<file path="src/sv/assert_macros.svh">
// Assertion helpers for the module that checks its own logic.
`ifndef ASSERT_MACROS_SVH
`define ASSERT_MACROS_SVH

// The consequent must hold in the same cycle as the antecedent.
`define PCDDA_ASSERT_IMPLY(label, clk, rst, ante, cons) \
   label: assert property (@(posedge clk) disable iff (rst) (ante) |-> (cons)) \
      else $error("pcdda: same-cycle check failed");

// The consequent must hold later than the antecedent.
`define PCDDA_ASSERT_LATER(label, clk, rst, ante, cons) \
   label: assert property (@(posedge clk) disable iff (rst) (ante) |-> ##2 (cons)) \
      else $error("pcdda: two-cycle check failed");

`endif

</file>
<file path="src/sv/pcdda_pkg.sv">
package pcdda_pkg;

   // Operation codes carried on the request channel.
   localparam logic OP_LOAD   = 1'b0;
   localparam logic OP_SAMPLE = 1'b1;

   // Control and status register map.
   localparam int CSR_INDEX_W = 2;
   localparam int CSR_DATA_W  = 9;
   localparam logic [CSR_INDEX_W-1:0] CSR_CHANNELS_IN_USE = 2'd0;
   localparam logic [CSR_INDEX_W-1:0] CSR_MAX_DELAY       = 2'd1;
   localparam logic [CSR_INDEX_W-1:0] CSR_BYPASS          = 2'd2;

   // Register reset values.
   localparam logic [8:0] CHANNELS_IN_USE_RESET = 9'd256;
   localparam logic [7:0] MAX_DELAY_RESET       = 8'd0;
   localparam logic       BYPASS_RESET          = 1'b1;

   localparam int WORD_W = 32;

   // Response queue sizing.
   localparam int RSP_FIFO_DEPTH = 4;
   localparam int RSP_PTR_W      = 2;
   localparam int RSP_CNT_W      = 3;

   // Control carried from the front stage into the history stage.
   typedef struct packed {
      logic valid;
      logic last;
   } front_ctl_type;

   // Control carried from the history read into the response queue.
   typedef struct packed {
      logic valid;
      logic zero_lag;
      logic last;
   } hist_ctl_type;

   // One response transaction.
   typedef struct packed {
      logic [WORD_W-1:0] aligned_word;
      logic [7:0]        out_channel;
      logic              spectrum_end;
   } rsp_item_type;

endpackage

</file>
<file path="src/sv/pcdda_rsp_fifo.sv">
module pcdda_rsp_fifo import pcdda_pkg::*; (
   input  logic                 clock,
   input  logic                 reset,
   input  logic                 push_valid,
   input  rsp_item_type         push_item,
   input  logic                 rsp_stall,
   output logic                 rsp_valid,
   output rsp_item_type         rsp_item,
   output logic [RSP_CNT_W-1:0] count
);

   rsp_item_type         entry_ff [RSP_FIFO_DEPTH];
   logic [RSP_PTR_W-1:0] wr_ptr_ff, wr_ptr_in;
   logic [RSP_PTR_W-1:0] rd_ptr_ff, rd_ptr_in;
   logic [RSP_CNT_W-1:0] count_ff, count_in;
   logic                 pop;

   // Pointer and occupancy update; the credit check upstream keeps it from overflowing.
   always_comb begin
      pop       = (count_ff != '0) && !rsp_stall;
      wr_ptr_in = push_valid ? wr_ptr_ff + RSP_PTR_W'(1) : wr_ptr_ff;
      rd_ptr_in = pop ? rd_ptr_ff + RSP_PTR_W'(1) : rd_ptr_ff;
      count_in  = count_ff + RSP_CNT_W'(push_valid) - RSP_CNT_W'(pop);
   end

   always_ff @(posedge clock) begin
      if (reset) begin
         wr_ptr_ff <= '0;
         rd_ptr_ff <= '0;
         count_ff  <= '0;
      end else begin
         wr_ptr_ff <= wr_ptr_in;
         rd_ptr_ff <= rd_ptr_in;
         count_ff  <= count_in;
      end
   end

   always_ff @(posedge clock) begin
      if (push_valid) begin
         entry_ff[wr_ptr_ff] <= push_item;
      end
   end

   assign rsp_valid = (count_ff != '0);
   assign rsp_item  = entry_ff[rd_ptr_ff];
   assign count     = count_ff;

endmodule
</file>
<file path="config.mk">
export PLATFORM = sky130hd
export DESIGN_NAME = pcdda_rsp_fifo
export DESIGN_NICKNAME = d
export VERILOG_FILES = /design/src/sv/assert_macros.svh /design/src/sv/pcdda_pkg.sv /design/src/sv/pcdda_rsp_fifo.sv
export SDC_FILE = /design/constraint.sdc
export NUM_CORES = 1
export LEC_CHECK = 0
export BUFFER_PORTS_ARGS = -buffer_cell sky130_fd_sc_hd__buf_4
export CORE_UTILIZATION = 40
export DETAILED_ROUTE_END_ITERATION = 16
export GPL_TIMING_DRIVEN = 0
export PLACE_DENSITY = 0.66
export RECOVER_POWER = 25
export SETUP_SLACK_MARGIN = 0.02
export SLEW_MARGIN = 25
export SYNTH_ARGS = -nofsm -noshare
export SYNTH_HDL_FRONTEND = slang
export SYNTH_SLANG_ARGS = --single-unit
</file>
<file path="constraint.sdc">
create_clock -name clock -period 2.67 [get_ports clock]
set_clock_uncertainty 0.15 [all_clocks]
set_input_delay 0.267 -clock clock [delete_from_list [all_inputs] [get_ports clock]]
set_output_delay 0.267 -clock clock [all_outputs]
set_load 0.03 [all_outputs]
</file>
==> flow_summary.json <==
{
  "period_share": 0.8628,
  "core_sq_um": 15430,
  "cts.clk_slew.worst_paths_ns": 0.06,
  "die_area_sq_um": 16560,
  "area_growth_pct": 28.59,
  "grt_pass1_wl_um": 17080,
  "cts_setup_buffers": 0,
  "hold_class": "input port to flop",
  "power.density_nw_per_um2": 880.9,
  "synthArstFlopShare": 0,
  "port_buffers": 88,
  "yosysSeqAreaShare": 0.7950,
  "overflow": 0,
  "drt_first_pass_iters": 4,
  "drive_above_1_share": 0.3452,
  "rrSetupSlack_ns": 0.37,
  "yosysMostFrequentCell": "edfxtp_1",
  "routabilityCongestion": 0.6428,
  "synth_nets": 314,
  "seqPwrFrac": 0.438,
  "relSlewSlack": 0.5522,
  "yosysTopAreaCell": "edfxtp_1",
  "cp_max_fo": 5,
  "yosys_warnings": 0,
  "power.switching_mw": 1.924,
  "antenna_found_initial": 0,
  "syn_inst": 262,
  "ys_ff_latch": 173,
  "io_pins": 90,
  "fillers": 1270,
  "crit_arrival_ns": 2.45,
  "fin_util": 0.5352,
  "postRouteAntennaNets": 0,
  "final_max_slew_viol_count": 0,
  "ys.flop_type": "edfxtp_1",
  "dpl.hpwl_um": 6193,
  "critical_path_class": "flop to flop",
  "holdWs_ns": 0.01626,
  "fmax_ghz": 0.4341,
  "cts_resized": 0,
  "slowest_stage": "fa_1",
  "setup_viol": 0,
  "start_util": 0.4162,
  "clock_path_buffers": 2,
  "rows": 45,
  "cts_max_level": 4,
  "n_antenna_cell": 0,
  "leakagePower_nw": 2.784,
  "cp_slowest_stage_delay_ns": 0.38,
  "final-hold-violation-count": 0,
  "cts_hold_buf": 41,
  "globalRouteTotalUtil": 0.1449,
  "drtIter0Drc": 220,
  "pwr-share-comb": 0.230,
  "drc": 0,
  "min_period_ns": 2.304,
  "swShare": 0.2646,
  "first_global_vias": 3244,
  "tightest_slew_ns": 0.6718,
  "layout.nets": 462,
  "synth.avg_cell_area_sq_um": 24.51,
  "synth_area_leaders": "edfxtp_1, mux4_2, dfxtp_1",
  "synth_top_area_share": 0.7670,
  "drv_cap": 0,
  "p_clk_frac": 0.332,
  "clk_latency_ns": 0.41,
  "synth_area_sq_um": 6421,
  "start_kind": "flop",
  "synth_edf_count": 164,
  "yosys-top-cells-count": "edfxtp_1, mux4_2, dfxtp_1",
  "status": "finished clean",
  "clockRootBuffer": "clkbuf_16",
  "rsz0062_at_grt": "no",
  "via_per_inst": 4.776,
  "worstSetupEndpointType": "flop",
  "crit_chain": "nor3_2 > nor2_1 > ha_1 > inv_1 > ha_1 > fa_1 > xnor2_1 > xnor2_1 > nor2_1",
  "yosys.cell_types.count": 23,
  "wl_per_cell_um": 17.49,
  "fin_tns_setup_ns": 0,
  "die_w_um": 128.7,
  "ir_drop_uv": 629.9,
  "vias": 3028,
  "grt_max_degree": 42,
  "die_y_um": 128.7,
  "drt_wl_total_um": 11090,
  "cts_made_buffers": 17,
  "cts_tree": "yes",
  "cts_num_sinks": 173,
  "required_ns": 2.81,
  "power.internal_mw": 5.349
}
-- state kept, by name, summed over array words and instances (netlist names), named ones only --
name,flops
entry_ff,164
count,3
rd_ptr_ff,2
wr_ptr_ff,2
-- worst max-delay path: cells and delay by family, from the launching register on --
family / cells / cell delay [ns]
fa+ha+maj: 3 / 0.83
simple gates: 3 / 0.47
flops: 1 / 0.35
xor+xnor: 2 / 0.34
buf+inv: 1 / 0.04
-- layout make-up --
class                   instances  area (sq um)  area share
well taps                     211         264.0     0.03197
inverters                       7         26.28    0.003182
repair buffers                129         980.9      0.1188
multi-input cells              71          1181      0.1431
clock buffers                  18         429.2     0.05198
plain buffers                  11         118.9     0.01440
clock inverters                14         151.4     0.01834
flip-flops and latches        173          5105      0.6183
-- layer usage --
| layer | up-vias | share of wire | track usage |
|---|---|---|---|
| li1 | 1383 | - | - |
| met4 | 0 | 0.016 | 0.05813 |
| met3 | 15 | 0.032 | 0.03950 |
| met1 | 1564 | 0.45 | 0.1795 |
| met5 | - | 0 | 0 |
| met2 | 66 | 0.50 | 0.2426 |
-- kinds of logic (layout without fill, tap and decap cells) --
kind of cell | count (synthesis) | after routing | synth area share
buffers and inverters | 18 | 179 | 0.02260
AOI/OAI and AO/OA | 3 | 3 | 0.002338
DFF | 173 | 173 | 0.7950
and+or+nand+nor | 15 | 15 | 0.01345
adders and majority gates | 7 | 7 | 0.01481
muxes | 43 | 43 | 0.1477
xor gates and xnor gates | 3 | 3 | 0.004093
-- layout by cell type (no fill, tap or decap), drive strengths merged, types with 5 or more instances in the layout --
master / count
mux4: 41
clkinv: 8
inv: 7
dlygate4sd3: 41
buf: 74
dfxtp: 9
nor2: 5
clkbuf: 43
edfxtp: 164
ha: 6
-- through the flow --
stage	power [mW]	cells	worst slack (ns)	cell area, sq um
6_report	7.273	634	0.3662	8257
5_1_grt	7.576	634	0.1429	8257
3_3_place_gp	4.883	561	-0.2379	7346
3_5_place_dp	4.915	561	0.3709	7356
4_1_cts	7.378	634	0.3432	8347
2_1_floorplan	4.368	262	0.4330	6421
-- worst paths after layout --
kind | endpoint | startpoint | depth (start not counted)
min reg2reg | flop | rd_ptr_ff[0] | 2
min | wr_ptr_ff[0] | push_valid | 3
max reg2reg | count[2] | count[1] | 9
max | count[2] | count[1] | 9
-- power groups by stage --
| stage | clock network (mW) | registers (mW) | logic, mW |
|---|---|---|---|
| CTS | 2.47 | 3.18 | 1.73 |
| global placement | 0 | 3.24 | 1.64 |
| floorplan | 0 | 3.27 | 1.10 |
| global route | 2.58 | 3.20 | 1.80 |
| detailed placement | 0 | 3.24 | 1.67 |
| finish | 2.42 | 3.18 | 1.67 |
Power figures use the tool's default switching activity.
