`src/sv/assert_macros.svh`:
```
// Assertion helpers for the module that checks its own logic.
`ifndef ASSERT_MACROS_SVH
`define ASSERT_MACROS_SVH

// The consequent must hold in the same cycle as the antecedent.
`define PCDDA_ASSERT_IMPLY(label, clk, rst, ante, cons) \
   label: assert property (@(posedge clk) disable iff (rst) (ante) |-> (cons)) \
      else $error("pcdda: same-cycle check failed");

// The consequent must hold later than the antecedent.
`define PCDDA_ASSERT_LATER(label, clk, rst, ante, cons) \
   label: assert property (@(posedge clk) disable iff (rst) (ante) |-> ##2 (cons)) \
      else $error("pcdda: two-cycle check failed");

`endif

```
`src/sv/pcdda_pkg.sv`:
```
package pcdda_pkg;

   // Operation codes carried on the request channel.
   localparam logic OP_LOAD   = 1'b0;
   localparam logic OP_SAMPLE = 1'b1;

   // Control and status register map.
   localparam int CSR_INDEX_W = 2;
   localparam int CSR_DATA_W  = 9;
   localparam logic [CSR_INDEX_W-1:0] CSR_CHANNELS_IN_USE = 2'd0;
   localparam logic [CSR_INDEX_W-1:0] CSR_MAX_DELAY       = 2'd1;
   localparam logic [CSR_INDEX_W-1:0] CSR_BYPASS          = 2'd2;

   // Register reset values.
   localparam logic [8:0] CHANNELS_IN_USE_RESET = 9'd256;
   localparam logic [7:0] MAX_DELAY_RESET       = 8'd0;
   localparam logic       BYPASS_RESET          = 1'b1;

   localparam int WORD_W = 32;

   // Response queue sizing.
   localparam int RSP_FIFO_DEPTH = 4;
   localparam int RSP_PTR_W      = 2;
   localparam int RSP_CNT_W      = 3;

   // Control carried from the front stage into the history stage.
   typedef struct packed {
      logic valid;
      logic last;
   } front_ctl_type;

   // Control carried from the history read into the response queue.
   typedef struct packed {
      logic valid;
      logic zero_lag;
      logic last;
   } hist_ctl_type;

   // One response transaction.
   typedef struct packed {
      logic [WORD_W-1:0] aligned_word;
      logic [7:0]        out_channel;
      logic              spectrum_end;
   } rsp_item_type;

endpackage

```
`src/sv/pcdda_front.sv`:
```
module pcdda_front import pcdda_pkg::*; #(
   parameter int MAX_CHANNELS  = 256,
   parameter int HISTORY_DEPTH = 256,
   localparam int CH_W  = (MAX_CHANNELS > 1) ? $clog2(MAX_CHANNELS) : 1,
   localparam int T_W   = $clog2(HISTORY_DEPTH),
   localparam int CNT_W = ((CH_W + 1) > 9) ? (CH_W + 1) : 9
) (
   input  logic                clock,
   input  logic                reset,
   input  logic                accept,
   input  logic                operation,
   input  logic [7:0]          load_channel,
   input  logic [7:0]          load_delay,
   input  logic [WORD_W-1:0]   sample_word,
   input  logic [8:0]          channels_in_use,
   input  logic                clr_active,
   input  logic [CH_W-1:0]     clr_channel,
   output front_ctl_type       s1_ctl,
   output logic [CH_W-1:0]     s1_channel,
   output logic [T_W-1:0]      s1_time,
   output logic [WORD_W-1:0]   s1_word,
   output logic [7:0]          s1_delay
);

   logic [7:0] delay_mem [MAX_CHANNELS];

   logic [CH_W-1:0]   channel_index_ff, channel_index_in;
   logic [T_W-1:0]    time_index_ff, time_index_in;
   front_ctl_type     s1_ctl_ff, s1_ctl_in;
   logic [CH_W-1:0]   s1_channel_ff;
   logic [T_W-1:0]    s1_time_ff;
   logic [WORD_W-1:0] s1_word_ff;
   logic [7:0]        s1_delay_ff;

   logic [CNT_W-1:0] count_raw, count_active, channel_next, load_index, clr_index;
   logic             is_sample, is_load, load_ok, clr_ok, last;

   // Effective channel count and end-of-spectrum detection.
   always_comb begin
      count_raw = CNT_W'(channels_in_use);
      if (count_raw == '0) begin
         count_active = CNT_W'(1);
      end else if (count_raw > CNT_W'(MAX_CHANNELS)) begin
         count_active = CNT_W'(MAX_CHANNELS);
      end else begin
         count_active = count_raw;
      end
      channel_next = CNT_W'(channel_index_ff) + CNT_W'(1);
      last         = (channel_next >= count_active);
      is_sample    = accept && (operation == OP_SAMPLE);
      is_load      = accept && (operation == OP_LOAD);
      load_index   = CNT_W'(load_channel);
      load_ok      = is_load && (load_index < CNT_W'(MAX_CHANNELS));
      clr_index    = CNT_W'(clr_channel);
      clr_ok       = clr_active && (clr_index < CNT_W'(MAX_CHANNELS));
   end

   // Channel and time counters advance on every sample transaction.
   always_comb begin
      channel_index_in = channel_index_ff;
      time_index_in    = time_index_ff;
      if (is_sample) begin
         if (last) begin
            channel_index_in = '0;
            if (time_index_ff == T_W'(HISTORY_DEPTH - 1)) begin
               time_index_in = '0;
            end else begin
               time_index_in = time_index_ff + T_W'(1);
            end
         end else begin
            channel_index_in = channel_next[CH_W-1:0];
         end
      end
      s1_ctl_in.valid = is_sample;
      s1_ctl_in.last  = last;
   end

   always_ff @(posedge clock) begin
      if (reset) begin
         channel_index_ff <= '0;
         time_index_ff    <= '0;
         s1_ctl_ff        <= '0;
      end else begin
         channel_index_ff <= channel_index_in;
         time_index_ff    <= time_index_in;
         s1_ctl_ff        <= s1_ctl_in;
      end
   end

   // Sample payload for the history stage.
   always_ff @(posedge clock) begin
      if (is_sample) begin
         s1_channel_ff <= channel_index_ff;
         s1_time_ff    <= time_index_ff;
         s1_word_ff    <= sample_word;
      end
   end

   // Delay table: cleared by the sweep after reset, written by load transactions,
   // read for the channel currently being accepted.
   always_ff @(posedge clock) begin
      if (clr_ok) begin
         delay_mem[clr_channel] <= '0;
      end else if (load_ok) begin
         delay_mem[load_index[CH_W-1:0]] <= load_delay;
      end
      s1_delay_ff <= delay_mem[channel_index_ff];
   end

   assign s1_ctl     = s1_ctl_ff;
   assign s1_channel = s1_channel_ff;
   assign s1_time    = s1_time_ff;
   assign s1_word    = s1_word_ff;
   assign s1_delay   = s1_delay_ff;

endmodule

```
`config.mk`:
```
export PLATFORM = sky130hd
export DESIGN_NAME = pcdda_front
export DESIGN_NICKNAME = d
export VERILOG_FILES = /design/src/sv/assert_macros.svh /design/src/sv/pcdda_pkg.sv /design/src/sv/pcdda_front.sv
export SDC_FILE = /design/constraint.sdc
export NUM_CORES = 2
export LEC_CHECK = 0
export BUFFER_PORTS_ARGS = -buffer_cell sky130_fd_sc_hd__clkbuf_2
export CAP_MARGIN = 20
export CORE_MARGIN = 4
export CORE_UTILIZATION = 60
export DETAILED_ROUTE_END_ITERATION = 12
export PLACE_DENSITY = 0.84
export SYNTH_ARGS = -nofsm -noshare
export SYNTH_HDL_FRONTEND = slang
export SYNTH_SLANG_ARGS = --single-unit
export TNS_END_PERCENT = 1
```
`constraint.sdc`:
```
create_clock -name clock -period 9.5 [get_ports clock]
set_input_delay 0.475 -clock clock [delete_from_list [all_inputs] [get_ports clock]]
set_output_delay 0.475 -clock clock [all_outputs]
set_load 0.01 [all_outputs]
```
==> qor.log <==
INFO  floorplanning  pin_count=128
INFO  worst_setup_path timing.critical_path.mode_cell=sky130_fd_sc_hd__buf_12
INFO  finish         most_frequent_cells_in_the_layout=sky130_fd_sc_hd__edfxtp_1, sky130_fd_sc_hd__mux4_2, sky130_fd_sc_hd__nor2_1
INFO  finish         final-seq-area=0.06348mm^2
INFO  place          rd_place_congestion=0.9031
INFO  timing         fmaxAchievable=196.2MHz
INFO  worst_setup_path timing.critical_path.arrival=5800ps
INFO  synthesis      synth_largest_type_area_fraction=75.96%
INFO  timing         max_slew_margin=15.49%
INFO  clock_tree     clk_latency=830ps
INFO  finish         fill_cells=7907
INFO  synthesis      yosysWarnings=0
INFO  timing         final_critical_path_setup_slack=4403ps
INFO  worst_setup_path max_stage_delay=910ps
INFO  synthesis      synth.net_count=4120
INFO  timing         layout_worst_path_cycle_share=53.66%
INFO  detailed_routing route.layer.met1.wl=71.38mm
INFO  detailed_routing dr.max_layer_used=met5
INFO  synthesis      synth-async-reset-ratio=0%
INFO  detailed_routing tritonroute_pass_1_iters=7
INFO  worst_setup_path cp-end-kind=flip-flop
INFO  place          placed_area=0.08485mm^2
INFO  timing         count_of_final_max_slew_check_failures=0
INFO  synthesis      synth.ff_latch_count=2122
INFO  floorplanning  chipHeight=379.6um
INFO  timing         finalClockSkew=35.24ps
INFO  detailed_routing detail_route.wirelength=224.8mm
INFO  timing         grt_setup_unrepaired=no
INFO  worst_hold_path hold_path_depth=2
INFO  clock_tree     ctsHtreeMaxLevel=4
INFO  worst_setup_path timing.reg2reg.worst_path_depth=9
INFO  floorplanning  fp.dieW=379.6um
INFO  grt            globalRoute.totalOverflow=0
INFO  finish         layout.cell_area.non_filler=0.09134mm^2
INFO  finish         final_layout_size_suffix_gt1_share=21.91%
INFO  grt            maximum_number_of_pins_on_one_net_before_global_route_repair=116
INFO  timing         final_setup_violations=0
INFO  synthesis      ys_top_cells_by_area=sky130_fd_sc_hd__edfxtp_1, sky130_fd_sc_hd__mux4_2, sky130_fd_sc_hd__mux2i_1
INFO  clock_tree     path_clk_slew=60ps
INFO  power_and_ir_drop pwr_density_cell=201.3mW/mm^2
INFO  worst_setup_path startpoint_type=flip-flop
INFO  synthesis      synthesis.instances=4039
INFO  clock_tree     post_cts_repair_setup_buffers=0
INFO  synthesis      yosysTopAreaCell=sky130_fd_sc_hd__edfxtp_1
INFO  detailed_routing total_number_of_vias=45280
INFO  timing         timing_worst_slew_pin_value=1262ps
INFO  worst_setup_path critical-path-slowest-cell=sky130_fd_sc_hd__o21ai_0
INFO  detailed_routing routed-wl-met2=101.2mm
INFO  floorplanning  std_cell_rows=136
INFO  worst_setup_path timing_worst_setup_path_type=reg -> reg
INFO  clock_tree     cts_buffers=195
INFO  grt            number_of_global_route_vias_before_repair=44790
INFO  power_and_ir_drop vdd.ir_drop.worst=0.1725mV
INFO  worst_hold_path timing.hold.worst.class=in -> reg
INFO  place          port-buffer-count=127
INFO  clock_tree     cts_root_buf=sky130_fd_sc_hd__clkbuf_16
INFO  clock_tree     clock_tree_from_tritoncts=built
INFO  timing         period_minus_slack=5097ps
INFO  detailed_routing final_antenna_net_count=0
INFO  timing         final_hold_viol_count=0
INFO  synthesis      synth_ff_type=sky130_fd_sc_hd__edfxtp_1
INFO  detailed_routing route.detailed.wl_per_inst=36.27um
INFO  power_and_ir_drop cellLeakagePower=23.26nW
INFO  detailed_routing drt_iter0_markers=8860
INFO  finish         final_nets=4325
INFO  finish         layout.cells.most_common=sky130_fd_sc_hd__edfxtp_1
INFO  floorplanning  total_die_area=0.1441mm^2
INFO  finish         synthToLayoutAreaGrowth=10.24%
INFO  detailed_routing viasPerCell=7.304
INFO  clock_tree     cts-root-to-sink-buffers=3
INFO  timing         fin_setup_tns=0ps
INFO  worst_setup_path critical_path_required=10210ps
INFO  finish         multi_input_comb_area=0.01779mm^2
INFO  status         status=finished clean
INFO  grt            grt_first_pass_wirelength=323.9mm
INFO  synthesis      synth.lib_cells_used.distinct=81
INFO  place          dp_worst_setup_slack=4541ps
INFO  synthesis      synth.cell_area=0.08286mm^2
INFO  floorplanning  initial_utilization=60.34%
INFO  grt            grt_antenna_before_repair=15
INFO  worst_setup_path cp_max_fo=84
INFO  grt            grt_util_all_layers=31.25%
INFO  place          place_hpwl=127.9mm
INFO  clock_tree     tritoncts_num_sinks=2122
INFO  worst_setup_path crit_path_cell_trace=buf_12 > buf_12 > mux4_2 > a22oi_1 > nand2_1 > o21ai_0 > o2111ai_1 > a21oi_1 > nor3_1
INFO  detailed_routing dr_wl_met3=35.68mm
INFO  synthesis      per_instance_average_area_after_synthesis=20.51um^2
INFO  floorplanning  core_region_area=0.1373mm^2
INFO  flow_run       maxCapViolations=0
INFO  synthesis      number_of_enable_flip_flop_cells_after_synthesis=2096
INFO  detailed_routing route.detailed.drc=0
INFO  synthesis      proportion_of_synthesized_chip_area_in_sequential_cells=76.59%
metal layers:
metal	vias to the layer above	track usage, %
met5	-	0
met4	12	17.69
met3	1011	10.28
met2	4616	46.31
met1	22460	41.33
li1	17180	-
registers in the layout, summed over array words and instances, names as in the netlist:
name	flops
s1_time	8
channel_index_ff	8
s1_ctl	2
s1_word	32
delay_mem	2048
time_index_ff	8
s1_channel	8
s1_delay	8
path summary, 6_finish.rpt:
check | start | endpoint | slack, ps
worst min-delay path | load_delay[5] | delay_mem[197][5] | 170
worst max register to register | channel_index_ff[0] | s1_delay[2] | 4400
worst max-delay path | channel_index_ff[0] | s1_delay[2] | 4400
worst min register to register | time_index_ff[4] | s1_time[4] | 460
critical path: cells and delay by family (launching register included):
kind | cells | cell delay, ps
AO/OA/AOI/OAI | 4 | 1950
buffers and inverters | 2 | 1010
flip-flops | 1 | 840
multiplexers | 1 | 600
AND/OR/NAND/NOR | 2 | 260
cell families (layout without fill, tap and decap cells):
family                     count (synthesis)  count (layout)  synth area share [%]
AOI/OAI and AO/OA                        450             450                 3.774
xor gates and xnor gates                   6               6               0.06342
adders and majority gates                 11              11                0.1661
buffers and inverters                    246             607                 2.031
DFF                                     2122            2122                 76.59
and+or+nand+nor                          553             553                 2.943
muxes                                    651             651                 14.43
other                                      0               5                     0
report_power, final:
group | internal (mW) | total [mW] | switching, mW
clock | 4.20 | 7.56 | 3.36
combinational | 0.194 | 0.561 | 0.367
sequential | 10.2 | 10.3 | 0.0245
metrics by stage:
| step | util [%] | hold WS (ps) | std cells | total power, mW |
|---|---|---|---|---|
| 6_report | 66.52 | 165.6 | 6199 | 18.39 |
| 5_1_grt | 66.51 | 152.8 | 6194 | 18.84 |
| 4_1_cts | 66.42 | 299.7 | 6189 | 18.37 |
| 3_5_place_dp | 61.79 | 454.8 | 5803 | 11.00 |
| 3_3_place_gp | 61.78 | 454.1 | 5801 | 10.98 |
| 2_1_floorplan | - | 406.4 | 4039 | 10.86 |
layout make-up:
type / instances / share of cell area (%)
diodes: 5 / 0.01370
clock inverters: 101 / 0.8657
inverters: 9 / 0.03698
flip-flops and latches: 2122 / 69.50
multi-input cells: 1671 / 19.48
clock buffers: 252 / 5.737
well taps: 1794 / 2.457
repair buffers: 245 / 1.914
repair_timing:
action | CTS | global route
gates resized for setup | 0 | 0
hold buffers | 33 | 0
endpoints found under the hold margin | 39 | 0
Yosys cell counts (29+ instances only):
library cell	count
sky130_fd_sc_hd__o22ai_1	52
sky130_fd_sc_hd__a221oi_1	36
sky130_fd_sc_hd__a22oi_1	60
sky130_fd_sc_hd__o21ai_0	46
sky130_fd_sc_hd__edfxtp_1	2096
sky130_fd_sc_hd__nand2_1	115
sky130_fd_sc_hd__a21oi_1	101
sky130_fd_sc_hd__clkbuf_1	76
sky130_fd_sc_hd__buf_4	29
sky130_fd_sc_hd__mux4_2	417
sky130_fd_sc_hd__nor2_1	299
sky130_fd_sc_hd__mux2_2	35
sky130_fd_sc_hd__mux2i_1	188
sky130_fd_sc_hd__buf_2	67
No activity file was read; power rests on OpenSTA's default activity.
